`config.mk`:
```
export PLATFORM = sky130hd
export DESIGN_NAME = pid_with_command_filter
export DESIGN_NICKNAME = d
export VERILOG_FILES = /design/src/design/pwcf_pkg.sv /design/src/design/pwcf_cfg.sv /design/src/design/pwcf_muldiv.sv /design/src/design/pid_with_command_filter.sv
export SDC_FILE = /design/constraint.sdc
export NUM_CORES = 2
export LEC_CHECK = 0
export ABC_AREA = 1
export ABC_CLOCK_PERIOD_IN_PS = 20700
export BUFFER_PORTS_ARGS = -buffer_cell sky130_fd_sc_hd__buf_2
export CAP_MARGIN = 20
export CORE_ASPECT_RATIO = 1.1
export CORE_MARGIN = 2
export CORE_UTILIZATION = 30
export CTS_BUF_LIST = sky130_fd_sc_hd__clkbuf_2
export CTS_CLUSTER_SIZE = 25
export DETAILED_ROUTE_END_ITERATION = 16
export SETUP_SLACK_MARGIN = 0.5
export SLEW_MARGIN = 15
export SYNTH_ARGS = -nofsm -noshare
export SYNTH_HDL_FRONTEND = slang
export SYNTH_SLANG_ARGS = --single-unit
```
`constraint.sdc`:
```
create_clock -name i_clk -period 20.7 [get_ports i_clk]
set_clock_uncertainty 0.2 [all_clocks]
set_input_delay 1.035 -clock i_clk [delete_from_list [all_inputs] [get_ports i_clk]]
set_output_delay 1.035 -clock i_clk [all_outputs]
set_load 0.05 [all_outputs]
```
`src/design/pwcf_pkg.sv`:
```
// pwcf_pkg: shared types, codes and defaults for the PID block with command filter.
// Used by pwcf_cfg, pwcf_muldiv and pid_with_command_filter. No dependencies.
`default_nettype none

package pwcf_pkg;

    // Default datapath format: Q16.16
    localparam int DATA_WIDTH_DEF = 32;
    localparam int FRAC_BITS_DEF  = 16;

    // Configuration register indexes
    localparam int CFG_IDX_W = 3;
    localparam logic [CFG_IDX_W-1:0] CFG_PROP_GAIN     = 3'd0;
    localparam logic [CFG_IDX_W-1:0] CFG_DERIV_GAIN    = 3'd1;
    localparam logic [CFG_IDX_W-1:0] CFG_INTEG_GAIN    = 3'd2;
    localparam logic [CFG_IDX_W-1:0] CFG_FILTER_TAU    = 3'd3;
    localparam logic [CFG_IDX_W-1:0] CFG_COMMAND_LIMIT = 3'd4;

    // Shared multiply/divide unit operation
    typedef enum logic {
        MD_MUL,
        MD_DIV
    } t_md_op;

    // Request to the shared unit
    typedef struct packed {
        logic   start;
        t_md_op op;
    } t_md_ctl;

    // Magnitude width of a dividend: big enough for a sum of two products
    // and for a difference shifted up by the fraction bits.
    function automatic int f_num_w(input int data_w, input int frac_w);
        int a;
        int b;
        a = 2 * data_w;
        b = data_w + frac_w + 1;
        return (a > b) ? a : b;
    endfunction

endpackage

`default_nettype wire

```
`src/design/pwcf_cfg.sv`:
```
// pwcf_cfg: configuration register file (gains, filter time constant, command limit).
// Depends on pwcf_pkg for register indexes and defaults.
`default_nettype none

module pwcf_cfg #(
    parameter int DATA_WIDTH = pwcf_pkg::DATA_WIDTH_DEF,
    parameter int FRAC_BITS  = pwcf_pkg::FRAC_BITS_DEF
) (
    input  logic                                i_clk,
    input  logic                                i_rst_n,
    input  logic                                i_cfg_valid,
    output logic                                o_cfg_ready,
    input  logic [pwcf_pkg::CFG_IDX_W-1:0]      i_cfg_index,
    input  logic [DATA_WIDTH-1:0]               i_cfg_data,
    output logic signed [DATA_WIDTH-1:0]        o_prop_gain,
    output logic signed [DATA_WIDTH-1:0]        o_deriv_gain,
    output logic signed [DATA_WIDTH-1:0]        o_integ_gain,
    output logic        [DATA_WIDTH-2:0]        o_filter_tau,
    output logic signed [DATA_WIDTH-1:0]        o_command_limit
);

    localparam int W = DATA_WIDTH;
    localparam int F = FRAC_BITS;
    // -1.0 in the data format
    localparam logic [W+F:0]  LIM_WIDE = {(W+F+1){1'b1}} << F;
    localparam logic [W-1:0]  LIM_RST  = LIM_WIDE[W-1:0];

    logic signed [W-1:0] r_prop_gain;
    logic signed [W-1:0] r_deriv_gain;
    logic signed [W-1:0] r_integ_gain;
    logic        [W-2:0] r_filter_tau;
    logic signed [W-1:0] r_command_limit;

    // Writes are always taken; unknown indexes are dropped
    assign o_cfg_ready = 1'b1;

    always_ff @(posedge i_clk) begin
        if (!i_rst_n) begin
            r_prop_gain     <= '0;
            r_deriv_gain    <= '0;
            r_integ_gain    <= '0;
            r_filter_tau    <= '0;
            r_command_limit <= LIM_RST;
        end else if (i_cfg_valid) begin
            unique case (i_cfg_index)
                pwcf_pkg::CFG_PROP_GAIN:     r_prop_gain     <= i_cfg_data;
                pwcf_pkg::CFG_DERIV_GAIN:    r_deriv_gain    <= i_cfg_data;
                pwcf_pkg::CFG_INTEG_GAIN:    r_integ_gain    <= i_cfg_data;
                pwcf_pkg::CFG_FILTER_TAU:    r_filter_tau    <= i_cfg_data[W-2:0];
                pwcf_pkg::CFG_COMMAND_LIMIT: r_command_limit <= i_cfg_data;
                default: ;
            endcase
        end
    end

    assign o_prop_gain     = r_prop_gain;
    assign o_deriv_gain    = r_deriv_gain;
    assign o_integ_gain    = r_integ_gain;
    assign o_filter_tau    = r_filter_tau;
    assign o_command_limit = r_command_limit;

endmodule

`default_nettype wire

```
`src/design/pwcf_muldiv.sv`:
```
// pwcf_muldiv: shared bit-serial signed multiplier and truncating divider.
// One add/subtract step per cycle. Depends on pwcf_pkg (t_md_ctl, f_num_w).
`default_nettype none

module pwcf_muldiv #(
    parameter int DATA_WIDTH = pwcf_pkg::DATA_WIDTH_DEF,
    parameter int FRAC_BITS  = pwcf_pkg::FRAC_BITS_DEF
) (
    input  logic                 i_clk,
    input  logic                 i_rst_n,
    input  pwcf_pkg::t_md_ctl    i_ctl,
    input  logic signed [DATA_WIDTH:0] i_mul_a,
    input  logic signed [DATA_WIDTH:0] i_mul_b,
    input  logic signed [pwcf_pkg::f_num_w(DATA_WIDTH, FRAC_BITS):0] i_num,
    input  logic        [DATA_WIDTH-1:0] i_den,
    output logic                 o_done,
    output logic signed [pwcf_pkg::f_num_w(DATA_WIDTH, FRAC_BITS)+1:0] o_result
);

    localparam int W  = DATA_WIDTH;
    localparam int MW = W + 1;
    localparam int NW = pwcf_pkg::f_num_w(DATA_WIDTH, FRAC_BITS);
    localparam int RW = NW + 2;
    localparam int CW = $clog2(NW);

    logic                 r_busy;
    logic                 r_fin;
    logic                 r_done;
    pwcf_pkg::t_md_op     r_op;
    logic                 r_neg;
    logic [CW-1:0]        r_cnt;
    logic [W:0]           r_hi;
    logic [NW-1:0]        r_lo;
    logic [W:0]           r_opnd;
    logic signed [RW-1:0] r_result;

    logic [W:0]           w_mag_a;
    logic [W:0]           w_mag_b;
    logic [NW:0]          w_num_neg;
    logic [NW-1:0]        w_mag_n;
    logic [W:0]           w_shift;
    logic [W+1:0]         w_add_a;
    logic [W+1:0]         w_add_b;
    logic                 w_cin;
    logic [W+1:0]         w_sum;
    logic [RW-1:0]        w_mag_res;

    // Operand magnitudes at start; the sign is put back at the end
    assign w_mag_a   = i_mul_a[W] ? (~i_mul_a + (W+1)'(1)) : i_mul_a;
    assign w_mag_b   = i_mul_b[W] ? (~i_mul_b + (W+1)'(1)) : i_mul_b;
    assign w_num_neg = ~i_num + (NW+1)'(1);
    assign w_mag_n   = i_num[NW] ? w_num_neg[NW-1:0] : i_num[NW-1:0];

    // Shared adder: add multiplicand (multiply) or subtract divisor (divide)
    assign w_shift = {r_hi[W-1:0], r_lo[NW-1]};
    always_comb begin
        if (r_op == pwcf_pkg::MD_DIV) begin
            w_add_a = {1'b0, w_shift};
            w_add_b = ~{1'b0, r_opnd};
            w_cin   = 1'b1;
        end else begin
            w_add_a = {1'b0, r_hi};
            w_add_b = r_lo[0] ? {1'b0, r_opnd} : '0;
            w_cin   = 1'b0;
        end
    end
    assign w_sum = w_add_a + w_add_b + (W+2)'(w_cin);

    // Unsigned result: product sits in hi plus the top of lo, quotient in lo
    assign w_mag_res = (r_op == pwcf_pkg::MD_MUL) ? RW'({r_hi, r_lo[NW-1 -: MW]})
                                                  : RW'(r_lo);

    // Sequencer: start, one step a cycle, finish
    always_ff @(posedge i_clk) begin
        if (!i_rst_n) begin
            r_busy <= 1'b0;
            r_fin  <= 1'b0;
            r_done <= 1'b0;
        end else begin
            r_done <= 1'b0;
            if (i_ctl.start) begin
                r_busy <= 1'b1;
            end else if (r_busy) begin
                if (r_cnt == '0) begin
                    r_busy <= 1'b0;
                    r_fin  <= 1'b1;
                end
            end else if (r_fin) begin
                r_fin  <= 1'b0;
                r_done <= 1'b1;
            end
        end
    end

    // Working registers
    always_ff @(posedge i_clk) begin
        if (i_ctl.start) begin
            r_op <= i_ctl.op;
            r_hi <= '0;
            if (i_ctl.op == pwcf_pkg::MD_MUL) begin
                r_opnd <= w_mag_a;
                r_lo   <= NW'(w_mag_b);
                r_neg  <= i_mul_a[W] ^ i_mul_b[W];
                r_cnt  <= CW'(MW - 1);
            end else begin
                r_opnd <= {1'b0, i_den};
                r_lo   <= w_mag_n;
                r_neg  <= i_num[NW];
                r_cnt  <= CW'(NW - 1);
            end
        end else if (r_busy) begin
            r_cnt <= r_cnt - CW'(1);
            if (r_op == pwcf_pkg::MD_DIV) begin
                // restoring step: keep the difference when it is not negative
                r_hi <= w_sum[W+1] ? w_shift : w_sum[W:0];
                r_lo <= {r_lo[NW-2:0], ~w_sum[W+1]};
            end else begin
                // shift-add step, multiplier bits leave at the bottom
                r_hi <= w_sum[W+1:1];
                r_lo <= {w_sum[0], r_lo[NW-1:1]};
            end
        end else if (r_fin) begin
            r_result <= r_neg ? (~w_mag_res + RW'(1)) : w_mag_res;
        end
    end

    assign o_done   = r_done;
    assign o_result = r_result;

`ifndef SYNTHESIS
    // A new request never lands on an operation in flight
    a_start_idle: assert property (@(posedge i_clk) disable iff (!i_rst_n)
        i_ctl.start |-> (!r_busy && !r_fin))
        else $error("muldiv request while busy");

    // Completion always follows the finish cycle
    a_done_after_fin: assert property (@(posedge i_clk) disable iff (!i_rst_n)
        o_done |-> $past(r_fin))
        else $error("muldiv done without finish");
`endif

endmodule

`default_nettype wire

```
`src/design/pid_with_command_filter.sv`:
```
// pid_with_command_filter: top level; clamp, command filter, PID terms, sequencer.
// Depends on pwcf_pkg, pwcf_cfg and pwcf_muldiv.
//
//  channel | direction | handshake                  | payload
//  --------+-----------+----------------------------+-------------------------------
//  in      | to block  | i_in_valid / o_in_stall    | setpoint, measured, rate, dt
//  out     | from blk  | o_out_valid / i_out_stall  | drive
//  cfg     | to block  | i_cfg_valid / o_cfg_ready  | i_cfg_index, i_cfg_data
//
// One request at a time through a shared bit-serial multiply/divide unit.
// Default data format is Q16.16; the dividend width is NW = max(2W, W+F+1),
// 64 bits at Q16.16. With time step and time constant both zero the two divides
// and two filter products are skipped. Reset (synchronous, active low) clears
// filter state, integrator, gains and time constant, and sets the command limit
// to -1.0. A result waiting on a stalled output does not block the next request.
`default_nettype none

module pid_with_command_filter #(
    parameter int DATA_WIDTH = pwcf_pkg::DATA_WIDTH_DEF,
    parameter int FRAC_BITS  = pwcf_pkg::FRAC_BITS_DEF
) (
    input  logic                             i_clk,
    input  logic                             i_rst_n,
    // input requests
    input  logic                             i_in_valid,
    output logic                             o_in_stall,
    input  logic signed [DATA_WIDTH-1:0]     i_setpoint,
    input  logic signed [DATA_WIDTH-1:0]     i_measured,
    input  logic signed [DATA_WIDTH-1:0]     i_measured_rate,
    input  logic        [DATA_WIDTH-2:0]     i_time_step,
    // results
    output logic                             o_out_valid,
    input  logic                             i_out_stall,
    output logic signed [DATA_WIDTH-1:0]     o_drive,
    // configuration
    input  logic                             i_cfg_valid,
    output logic                             o_cfg_ready,
    input  logic [pwcf_pkg::CFG_IDX_W-1:0]   i_cfg_index,
    input  logic [DATA_WIDTH-1:0]            i_cfg_data
);

    localparam int W  = DATA_WIDTH;
    localparam int F  = FRAC_BITS;
    localparam int NW = pwcf_pkg::f_num_w(DATA_WIDTH, FRAC_BITS);
    localparam int RW = NW + 2;
    localparam int PW = 2 * W + 2;
    localparam int AW = PW + 2;
    localparam int SW = NW + 5;

    // Sequencer states
    localparam logic [4:0] S_IDLE    = 5'd0;
    localparam logic [4:0] S_CHK     = 5'd1;
    localparam logic [4:0] S_RATE_GO = 5'd2;
    localparam logic [4:0] S_RATE_W  = 5'd3;
    localparam logic [4:0] S_FA_GO   = 5'd4;
    localparam logic [4:0] S_FA_W    = 5'd5;
    localparam logic [4:0] S_FB_GO   = 5'd6;
    localparam logic [4:0] S_FB_W    = 5'd7;
    localparam logic [4:0] S_FC_GO   = 5'd8;
    localparam logic [4:0] S_FC_W    = 5'd9;
    localparam logic [4:0] S_PD      = 5'd10;
    localparam logic [4:0] S_I_GO    = 5'd11;
    localparam logic [4:0] S_I_W     = 5'd12;
    localparam logic [4:0] S_KP_GO   = 5'd13;
    localparam logic [4:0] S_KP_W    = 5'd14;
    localparam logic [4:0] S_KD_GO   = 5'd15;
    localparam logic [4:0] S_KD_W    = 5'd16;
    localparam logic [4:0] S_KI_GO   = 5'd17;
    localparam logic [4:0] S_KI_W    = 5'd18;
    localparam logic [4:0] S_OUT     = 5'd19;

    logic [4:0]           r_state;
    logic [4:0]           n_state;

    // request payload
    logic signed [W-1:0]  r_cmd;
    logic signed [W-1:0]  r_x;
    logic signed [W-1:0]  r_dx;
    logic        [W-2:0]  r_dt;
    logic        [W-1:0]  r_den;
    // persistent state
    logic signed [W-1:0]  r_fc;
    logic signed [W-1:0]  r_rate;
    logic signed [W-1:0]  r_ei;
    // working values
    logic signed [NW:0]   r_num;
    logic signed [PW-1:0] r_tmp;
    logic signed [W:0]    r_p;
    logic signed [W:0]    r_d;
    logic signed [AW-1:0] r_acc;
    logic                 r_out_valid;
    logic signed [W-1:0]  r_drive;

    logic signed [W-1:0]  w_prop_gain;
    logic signed [W-1:0]  w_deriv_gain;
    logic signed [W-1:0]  w_integ_gain;
    logic        [W-2:0]  w_filter_tau;
    logic signed [W-1:0]  w_command_limit;

    logic                 w_in_acc;
    logic                 w_out_free;
    logic                 w_lim_pos;
    logic signed [W-1:0]  w_neg_lim;
    logic signed [W-1:0]  w_cmd;
    logic signed [W:0]    w_rdiff;
    logic signed [NW:0]   w_rnum;
    pwcf_pkg::t_md_ctl    w_md_ctl;
    logic signed [W:0]    w_mul_a;
    logic signed [W:0]    w_mul_b;
    logic                 w_md_done;
    logic signed [RW-1:0] w_md_result;
    logic signed [PW-1:0] w_prod;
    logic signed [PW-1:0] w_prod_sh;
    logic signed [PW-1:0] w_fsum;
    logic signed [PW:0]   w_isum;

    // Clamp a wide signed value to the data range
    function automatic logic signed [W-1:0] f_sat(input logic signed [SW-1:0] v);
        logic [SW-W:0] hi_bits;
        hi_bits = v[SW-1:W-1];
        if ((&hi_bits) || !(|hi_bits)) begin
            return v[W-1:0];
        end
        return {v[SW-1], {(W-1){~v[SW-1]}}};
    endfunction

    pwcf_cfg #(
        .DATA_WIDTH (DATA_WIDTH),
        .FRAC_BITS  (FRAC_BITS)
    ) u_cfg (
        .i_clk           (i_clk),
        .i_rst_n         (i_rst_n),
        .i_cfg_valid     (i_cfg_valid),
        .o_cfg_ready     (o_cfg_ready),
        .i_cfg_index     (i_cfg_index),
        .i_cfg_data      (i_cfg_data),
        .o_prop_gain     (w_prop_gain),
        .o_deriv_gain    (w_deriv_gain),
        .o_integ_gain    (w_integ_gain),
        .o_filter_tau    (w_filter_tau),
        .o_command_limit (w_command_limit)
    );

    pwcf_muldiv #(
        .DATA_WIDTH (DATA_WIDTH),
        .FRAC_BITS  (FRAC_BITS)
    ) u_muldiv (
        .i_clk    (i_clk),
        .i_rst_n  (i_rst_n),
        .i_ctl    (w_md_ctl),
        .i_mul_a  (w_mul_a),
        .i_mul_b  (w_mul_b),
        .i_num    (r_num),
        .i_den    (r_den),
        .o_done   (w_md_done),
        .o_result (w_md_result)
    );

    // Handshakes
    assign w_in_acc   = i_in_valid && (r_state == S_IDLE);
    assign w_out_free = !r_out_valid || !i_out_stall;
    assign o_in_stall = (r_state != S_IDLE);

    // Command clamp, active only for a positive limit
    assign w_lim_pos = !w_command_limit[W-1] && (|w_command_limit);
    assign w_neg_lim = -w_command_limit;
    always_comb begin
        w_cmd = i_setpoint;
        if (w_lim_pos) begin
            if (i_setpoint > w_command_limit) begin
                w_cmd = w_command_limit;
            end else if (i_setpoint < w_neg_lim) begin
                w_cmd = w_neg_lim;
            end
        end
    end

    // Rate dividend: (command - old filter output) scaled by the fraction bits
    assign w_rdiff = (W+1)'(r_cmd) - (W+1)'(r_fc);
    assign w_rnum  = (NW+1)'(w_rdiff) <<< F;

    // Products from the shared unit, floored term and filter numerator
    assign w_prod    = w_md_result[PW-1:0];
    assign w_prod_sh = w_prod >>> F;
    assign w_fsum    = r_tmp + w_prod;
    assign w_isum    = (PW+1)'(r_ei) + (PW+1)'(w_prod_sh);

    // Shared unit request decode
    always_comb begin
        w_md_ctl.start = 1'b0;
        w_md_ctl.op    = pwcf_pkg::MD_MUL;
        unique case (r_state) inside
            S_RATE_GO, S_FC_GO: begin
                w_md_ctl.start = 1'b1;
                w_md_ctl.op    = pwcf_pkg::MD_DIV;
            end
            S_FA_GO, S_FB_GO, S_I_GO, S_KP_GO, S_KD_GO, S_KI_GO: begin
                w_md_ctl.start = 1'b1;
            end
            default: ;
        endcase
    end

    // Multiplier operand select
    always_comb begin
        w_mul_a = '0;
        w_mul_b = '0;
        unique case (r_state)
            S_FA_GO: begin
                w_mul_a = (W+1)'(r_dt);
                w_mul_b = (W+1)'(r_cmd);
            end
            S_FB_GO: begin
                w_mul_a = (W+1)'(w_filter_tau);
                w_mul_b = (W+1)'(r_fc);
            end
            S_I_GO: begin
                w_mul_a = (W+1)'(r_dt);
                w_mul_b = r_p;
            end
            S_KP_GO: begin
                w_mul_a = (W+1)'(w_prop_gain);
                w_mul_b = r_p;
            end
            S_KD_GO: begin
                w_mul_a = (W+1)'(w_deriv_gain);
                w_mul_b = r_d;
            end
            S_KI_GO: begin
                w_mul_a = (W+1)'(w_integ_gain);
                w_mul_b = (W+1)'(r_ei);
            end
            default: ;
        endcase
    end

    // Next state
    always_comb begin
        n_state = r_state;
        unique case (r_state)
            S_IDLE:    if (w_in_acc) n_state = S_CHK;
            S_CHK:     n_state = (r_den == '0) ? S_PD : S_RATE_GO;
            S_RATE_GO: n_state = S_RATE_W;
            S_RATE_W:  if (w_md_done) n_state = S_FA_GO;
            S_FA_GO:   n_state = S_FA_W;
            S_FA_W:    if (w_md_done) n_state = S_FB_GO;
            S_FB_GO:   n_state = S_FB_W;
            S_FB_W:    if (w_md_done) n_state = S_FC_GO;
            S_FC_GO:   n_state = S_FC_W;
            S_FC_W:    if (w_md_done) n_state = S_PD;
            S_PD:      n_state = S_I_GO;
            S_I_GO:    n_state = S_I_W;
            S_I_W:     if (w_md_done) n_state = S_KP_GO;
            S_KP_GO:   n_state = S_KP_W;
            S_KP_W:    if (w_md_done) n_state = S_KD_GO;
            S_KD_GO:   n_state = S_KD_W;
            S_KD_W:    if (w_md_done) n_state = S_KI_GO;
            S_KI_GO:   n_state = S_KI_W;
            S_KI_W:    if (w_md_done) n_state = S_OUT;
            S_OUT:     if (w_out_free) n_state = S_IDLE;
            default:   n_state = S_IDLE;
        endcase
    end

    // Control and persistent state
    always_ff @(posedge i_clk) begin
        if (!i_rst_n) begin
            r_state     <= S_IDLE;
            r_out_valid <= 1'b0;
            r_fc        <= '0;
            r_rate      <= '0;
            r_ei        <= '0;
        end else begin
            r_state <= n_state;
            // a new result replaces one leaving this cycle
            if ((r_state == S_OUT) && w_out_free) begin
                r_out_valid <= 1'b1;
            end else if (r_out_valid && !i_out_stall) begin
                r_out_valid <= 1'b0;
            end
            if (w_md_done) begin
                case (r_state)
                    S_RATE_W: r_rate <= f_sat(SW'(w_md_result));
                    S_FC_W:   r_fc   <= f_sat(SW'(w_md_result));
                    S_I_W:    r_ei   <= f_sat(SW'(w_isum));
                    default: ;
                endcase
            end
        end
    end

    // Datapath registers
    always_ff @(posedge i_clk) begin
        case (r_state) inside
            S_IDLE: begin
                if (w_in_acc) begin
                    r_cmd <= w_cmd;
                    r_x   <= i_measured;
                    r_dx  <= i_measured_rate;
                    r_dt  <= i_time_step;
                    r_den <= W'(i_time_step) + W'(w_filter_tau);
                end
            end
            S_CHK: r_num <= w_rnum;
            S_FA_W: begin
                if (w_md_done) r_tmp <= w_prod;
            end
            S_FB_W: begin
                // filter numerator: dt*cmd + tau*old, fits the dividend
                if (w_md_done) r_num <= (NW+1)'(w_fsum);
            end
            S_PD: begin
                r_p <= (W+1)'(r_fc) - (W+1)'(r_x);
                r_d <= (W+1)'(r_rate) - (W+1)'(r_dx);
            end
            S_KP_W: begin
                if (w_md_done) r_acc <= AW'(w_prod_sh);
            end
            S_KD_W, S_KI_W: begin
                if (w_md_done) r_acc <= r_acc + AW'(w_prod_sh);
            end
            S_OUT: begin
                if (w_out_free) r_drive <= f_sat(SW'(r_acc));
            end
            default: ;
        endcase
    end

    assign o_out_valid = r_out_valid;
    assign o_drive     = r_drive;

`ifndef SYNTHESIS
    // A result appears only out of the output step
    a_out_from_seq: assert property (@(posedge i_clk) disable iff (!i_rst_n)
        $rose(o_out_valid) |-> $past(r_state == S_OUT))
        else $error("result without sequencer output step");

    // An accepted request always starts with the divisor check
    a_accept_chk: assert property (@(posedge i_clk) disable iff (!i_rst_n)
        (i_in_valid && !o_in_stall) |=> (r_state == S_CHK))
        else $error("accepted request did not start");
`endif

endmodule

`default_nettype wire
```
==> impl_results.md <==
* Detailed-route via count at 67000
* Final Max Slew Viols at 0
* # setup viols final at 0
* Fin Setup TNS at 0 ns
* Worst reg2reg path depth at 18
* Psw at 3830 µW
* Number of I/O pins at 202
* Clock H-tree levels at 5
* Cells after synthesis at 9458
* Max incr delay on CP at 0.75 ns
* R2R Path Start: u_muldiv.r_op$_DFFE_PN_
* Hold path start: i_time_step[12]
* Skew-Pair Late Insertion Delay at 1.89 ns
* Initial Util at 30.2%
* Net Sw Frac at 47.6%
* Status: finished, final reports clean
* DR iter-0 viols at 6685
* Min-Delay Path Depth at 4
* Synthesized area per cell at 7.21 µm²
* Clk pwr share at 18.6%
* Arr. time, crit path at 7.27 ns
* Gr usage total at 21.9%
* RSZ-0062 raised after global routing: no
* Placed inst area at 72300 µm²
* Synth Cell Area at 68200 µm²
* CTS Buf Count at 282
* Static Leak at 0.0349 µW
* Critical R2R Capture: u_muldiv.r_hi[15]$_SDFFE_PN0P_
* Total congestion overflow at 0
* Critical path data required time at 22.04 ns
* Clk root buf: clkbuf_2
* PwrDens at 103 nW/µm²
* Register bit total from synthesis at 923
* Slowest stage cell, crit path: clkinv_1
* Core Rows at 183
* Core Region at 226000 µm²
* Crit Path Max Fanout at 218
* Clock-pin slew on the worst setup and hold paths at 0.11 ns
* Die height at 504 µm
* Crit path kind: register to register
* WHS Endpoint: r_den[12]$_DFFE_PP_
* Port Buffers at 200
* Vias per std cell at 5.05
* Vias in the first global route at 63500
* Final Hold Fails at 0
* Post-CTS Resized at 0
* Pint at 4210 µW
* Layout cell share with drive strength beyond 1 at 8.78%
* DR pass1 iterations at 9
* Wirelength, routed at 261000 µm
* Yosys warns at 0
* Hpwl dp at 200000 µm
* Most Frequent Cell on Critical Path: nand2_1
* Top_reg_cell synth: edfxtp_1
* Crit end category: register
* First-pass GRT wire length at 389000 µm
* Max_cap viols at 0
* Reg2Reg Setup Slack at 14.77 ns
* FMAX at 0.169 GHz
* Post-synthesis sequential area ratio at 36.3%
* ANT nets after route at 0
* EDFF count, synth at 626
* Largest net degree at the start of global routing at 219
* Gate power share at 47.3%
* Clk buf depth at 4
* Synth async-reset ratio at 0%
* Layout overhead on the synthesized area at 15.0%
* Peak supply drop at 0.000123 V
* Minimum clock period after layout at 5.93 ns
* Initial antenna violation count at 10
* Worst-margin pin slew at 1.26 ns
* Worst-path cell chain: buf_12, clkinv_2, nand2_1, buf_4, a21oi_1, ha_1, a21oi_1, a21boi_0, a21boi_0, nand2_1, nand2_1, nand3_2, nand2_1, clkinv_1, nand2_1, o21ai_0, o221ai_1, inv_1
* Final #Nets at 10700
* Worst setup SP type: register
* Min-Delay Path Class: primary input to register
* Fin area at 78400 µm²
* Drt drc at 0
* TritonCTS clock tree: yes
* Relative slew slack at 15.9%
* Routability cong. at 0.996
* Sink Count at 923
* Die footprint at 231000 µm²
* Post-Syn Nets at 10000
* Die Span X at 459 µm
* Post-synth cell types at 75
* Part of the power in registers at 34.1%
* Post-DR wirelength/cell at 19.7 µm
* Final Cycle Share at 28.6%
per-layer routing:
metal  track usage, %  wire length [µm]  vias up
met3             3.55             18300      503
met1             29.0            114000    30900
met5                0                63        -
li1                 -                 -    33000
met4             10.3             12700        4
met2             34.8            116000     2511
sequential cells by signal, summed over array words and instances (netlist names), 32 cells and up:
register	count
u_cfg.o_prop_gain	32
r_dx	32
r_rate	32
u_cfg.o_command_limit	32
r_ei	32
r_fc	32
r_tmp	65
u_muldiv.r_lo	64
r_cmd	32
u_muldiv.r_hi	33
r_p	33
r_x	32
u_muldiv.o_result	66
o_drive	32
r_num	65
r_den	32
r_acc	68
r_d	33
u_muldiv.r_opnd	33
u_cfg.o_deriv_gain	32
u_cfg.o_integ_gain	32
power by group through the flow:
| stage | clock network [µW] | registers (µW) | logic [µW] |
|---|---|---|---|
| final | 1500 | 2750 | 3800 |
| after global routing | 1630 | 2770 | 4210 |
| after CTS | 1540 | 2740 | 3770 |
| after detailed placement | 0 | 2780 | 3690 |
| after global placement | 0 | 2780 | 3710 |
| after floorplan | 0 | 2680 | 2620 |
worst max-delay path: cells and delay by family, from the launching register on:
family,cells,cell delay (ns)
compound gates,6,1.26
fa+ha+maj,1,0.37
buf+inv,5,2.23
simple gates,6,1.10
flops,1,0.39
cells in the mapped netlist (all sizes together) (2+ instances only):
master | number | area (µm²)
a2111oi | 3 | 26.3
a211oi | 26 | 205
a21boi | 25 | 188
a21o | 26 | 195
a21oi | 884 | 4510
a221oi | 16 | 140
a22oi | 4 | 30.0
a31o | 2 | 17.5
a31oi | 75 | 469
a41oi | 8 | 70.1
and2 | 9 | 56.3
and3 | 6 | 37.5
buf | 94 | 603
clkbuf | 168 | 631
clkinv | 7 | 26.3
conb | 2 | 7.51
dfxtp | 297 | 5950
edfxtp | 626 | 18800
fa | 9 | 180
ha | 410 | 5130
inv | 1489 | 5590
nand2 | 2023 | 7660
nand3 | 405 | 2080
nand3b | 25 | 188
nand4 | 104 | 669
nor2 | 993 | 3850
nor3 | 120 | 674
nor3b | 15 | 133
nor4 | 62 | 388
o2111ai | 11 | 96.3
o211a | 2 | 20.0
o211ai | 65 | 488
o21a | 42 | 315
o21ai | 875 | 4420
o21bai | 66 | 495
o221ai | 19 | 166
o22ai | 51 | 319
o311ai | 4 | 35.0
o31ai | 13 | 108
o41ai | 4 | 53.8
or2 | 37 | 231
xnor2 | 100 | 876
xor2 | 229 | 2010
metrics by stage:
step / std cells / total power (µW) / setup WS [ns] / utilization [%] / hold slack, ns
floorplan: 9458 / 5300 / 7.47 / - / 0.225
global placement: 12400 / 6490 / 14.96 / 32.0 / 0.237
detailed placement: 12400 / 6470 / 14.87 / 32.0 / 0.239
CTS: 13300 / 8040 / 14.84 / 34.7 / 0.00726
global route: 13300 / 8610 / 14.20 / 34.7 / 0.0637
finish: 13300 / 8050 / 14.77 / 34.7 / 0.188
layout by cell type (no fill, tap or decap), drive strengths merged, types with 11 or more instances in the layout:
cell,n
dfxtp,297
a21oi,884
edfxtp,626
buf,262
ha,410
xor2,229
o221ai,19
dlygate4sd3,360
nand3,405
a21boi,25
a211oi,26
o211ai,65
nor3,120
nand3b,25
o2111ai,11
nor2,993
o21ai,875
o31ai,13
nor3b,15
inv,1489
o22ai,51
a221oi,16
clkinv,72
nor4,62
a31oi,75
clkbuf,403
or2,37
a21o,26
nand2,2023
o21a,42
nand4,104
xnor2,100
o21bai,66
worst max-delay path by stage:
stage                                                     start                             end  slack (ns)  depth (start not counted)
after floorplan                         r_state[2]$_SDFFE_PN0P_              r_acc[0]$_DFFE_PP_        7.47                         10
after global placement                  u_muldiv.r_op$_DFFE_PN_  u_muldiv.r_hi[15]$_SDFFE_PN0P_       14.96                         18
after detailed placement                u_muldiv.r_op$_DFFE_PN_   u_muldiv.r_hi[4]$_SDFFE_PN0P_       14.87                         16
after CTS                 u_cfg.o_command_limit[1]$_SDFFE_PN0P_             r_cmd[12]$_DFFE_PP_       14.84                         26
after global routing      u_cfg.o_command_limit[1]$_SDFFE_PN0P_             r_cmd[15]$_DFFE_PP_       14.20                         26
final                                   u_muldiv.r_op$_DFFE_PN_  u_muldiv.r_hi[15]$_SDFFE_PN0P_       14.77                         18
cell families (layout without fill, tap and decap cells):
logic type / count (synthesis) / count (layout) / share of synthesized area, %
simple gates: 3801 / 3801 / 23.4
mux: 1 / 1 / 0.0165
buf+inv: 1758 / 2593 / 10.0
other cells: 2 / 11 / 0.0110
xor+xnor: 329 / 329 / 4.23
compound gates: 2225 / 2225 / 18.2
fa+ha+maj: 419 / 419 / 7.79
flops: 923 / 923 / 36.3
timing repair:
action / in CTS / in global routing
hold endpoints to repair: 430 / 0
setup buffers: 0 / 0
endpoints found under the setup margin: 0 / 0
hold buffers: 361 / 0
layout make-up:
cell class | count | area (µm²)
Antenna cell | 9 | 22.5
Clock buffer | 403 | 2020
Clock inverter | 72 | 477
Fill cell | 24200 | 148000
Inverter | 1496 | 5620
Multi-Input combinational cell | 6777 | 36700
Sequential cell | 923 | 24700
Tap cell | 2960 | 3700
Timing Repair Buffer | 622 | 5120
Note: power is estimated with default switching activity, not from simulation.
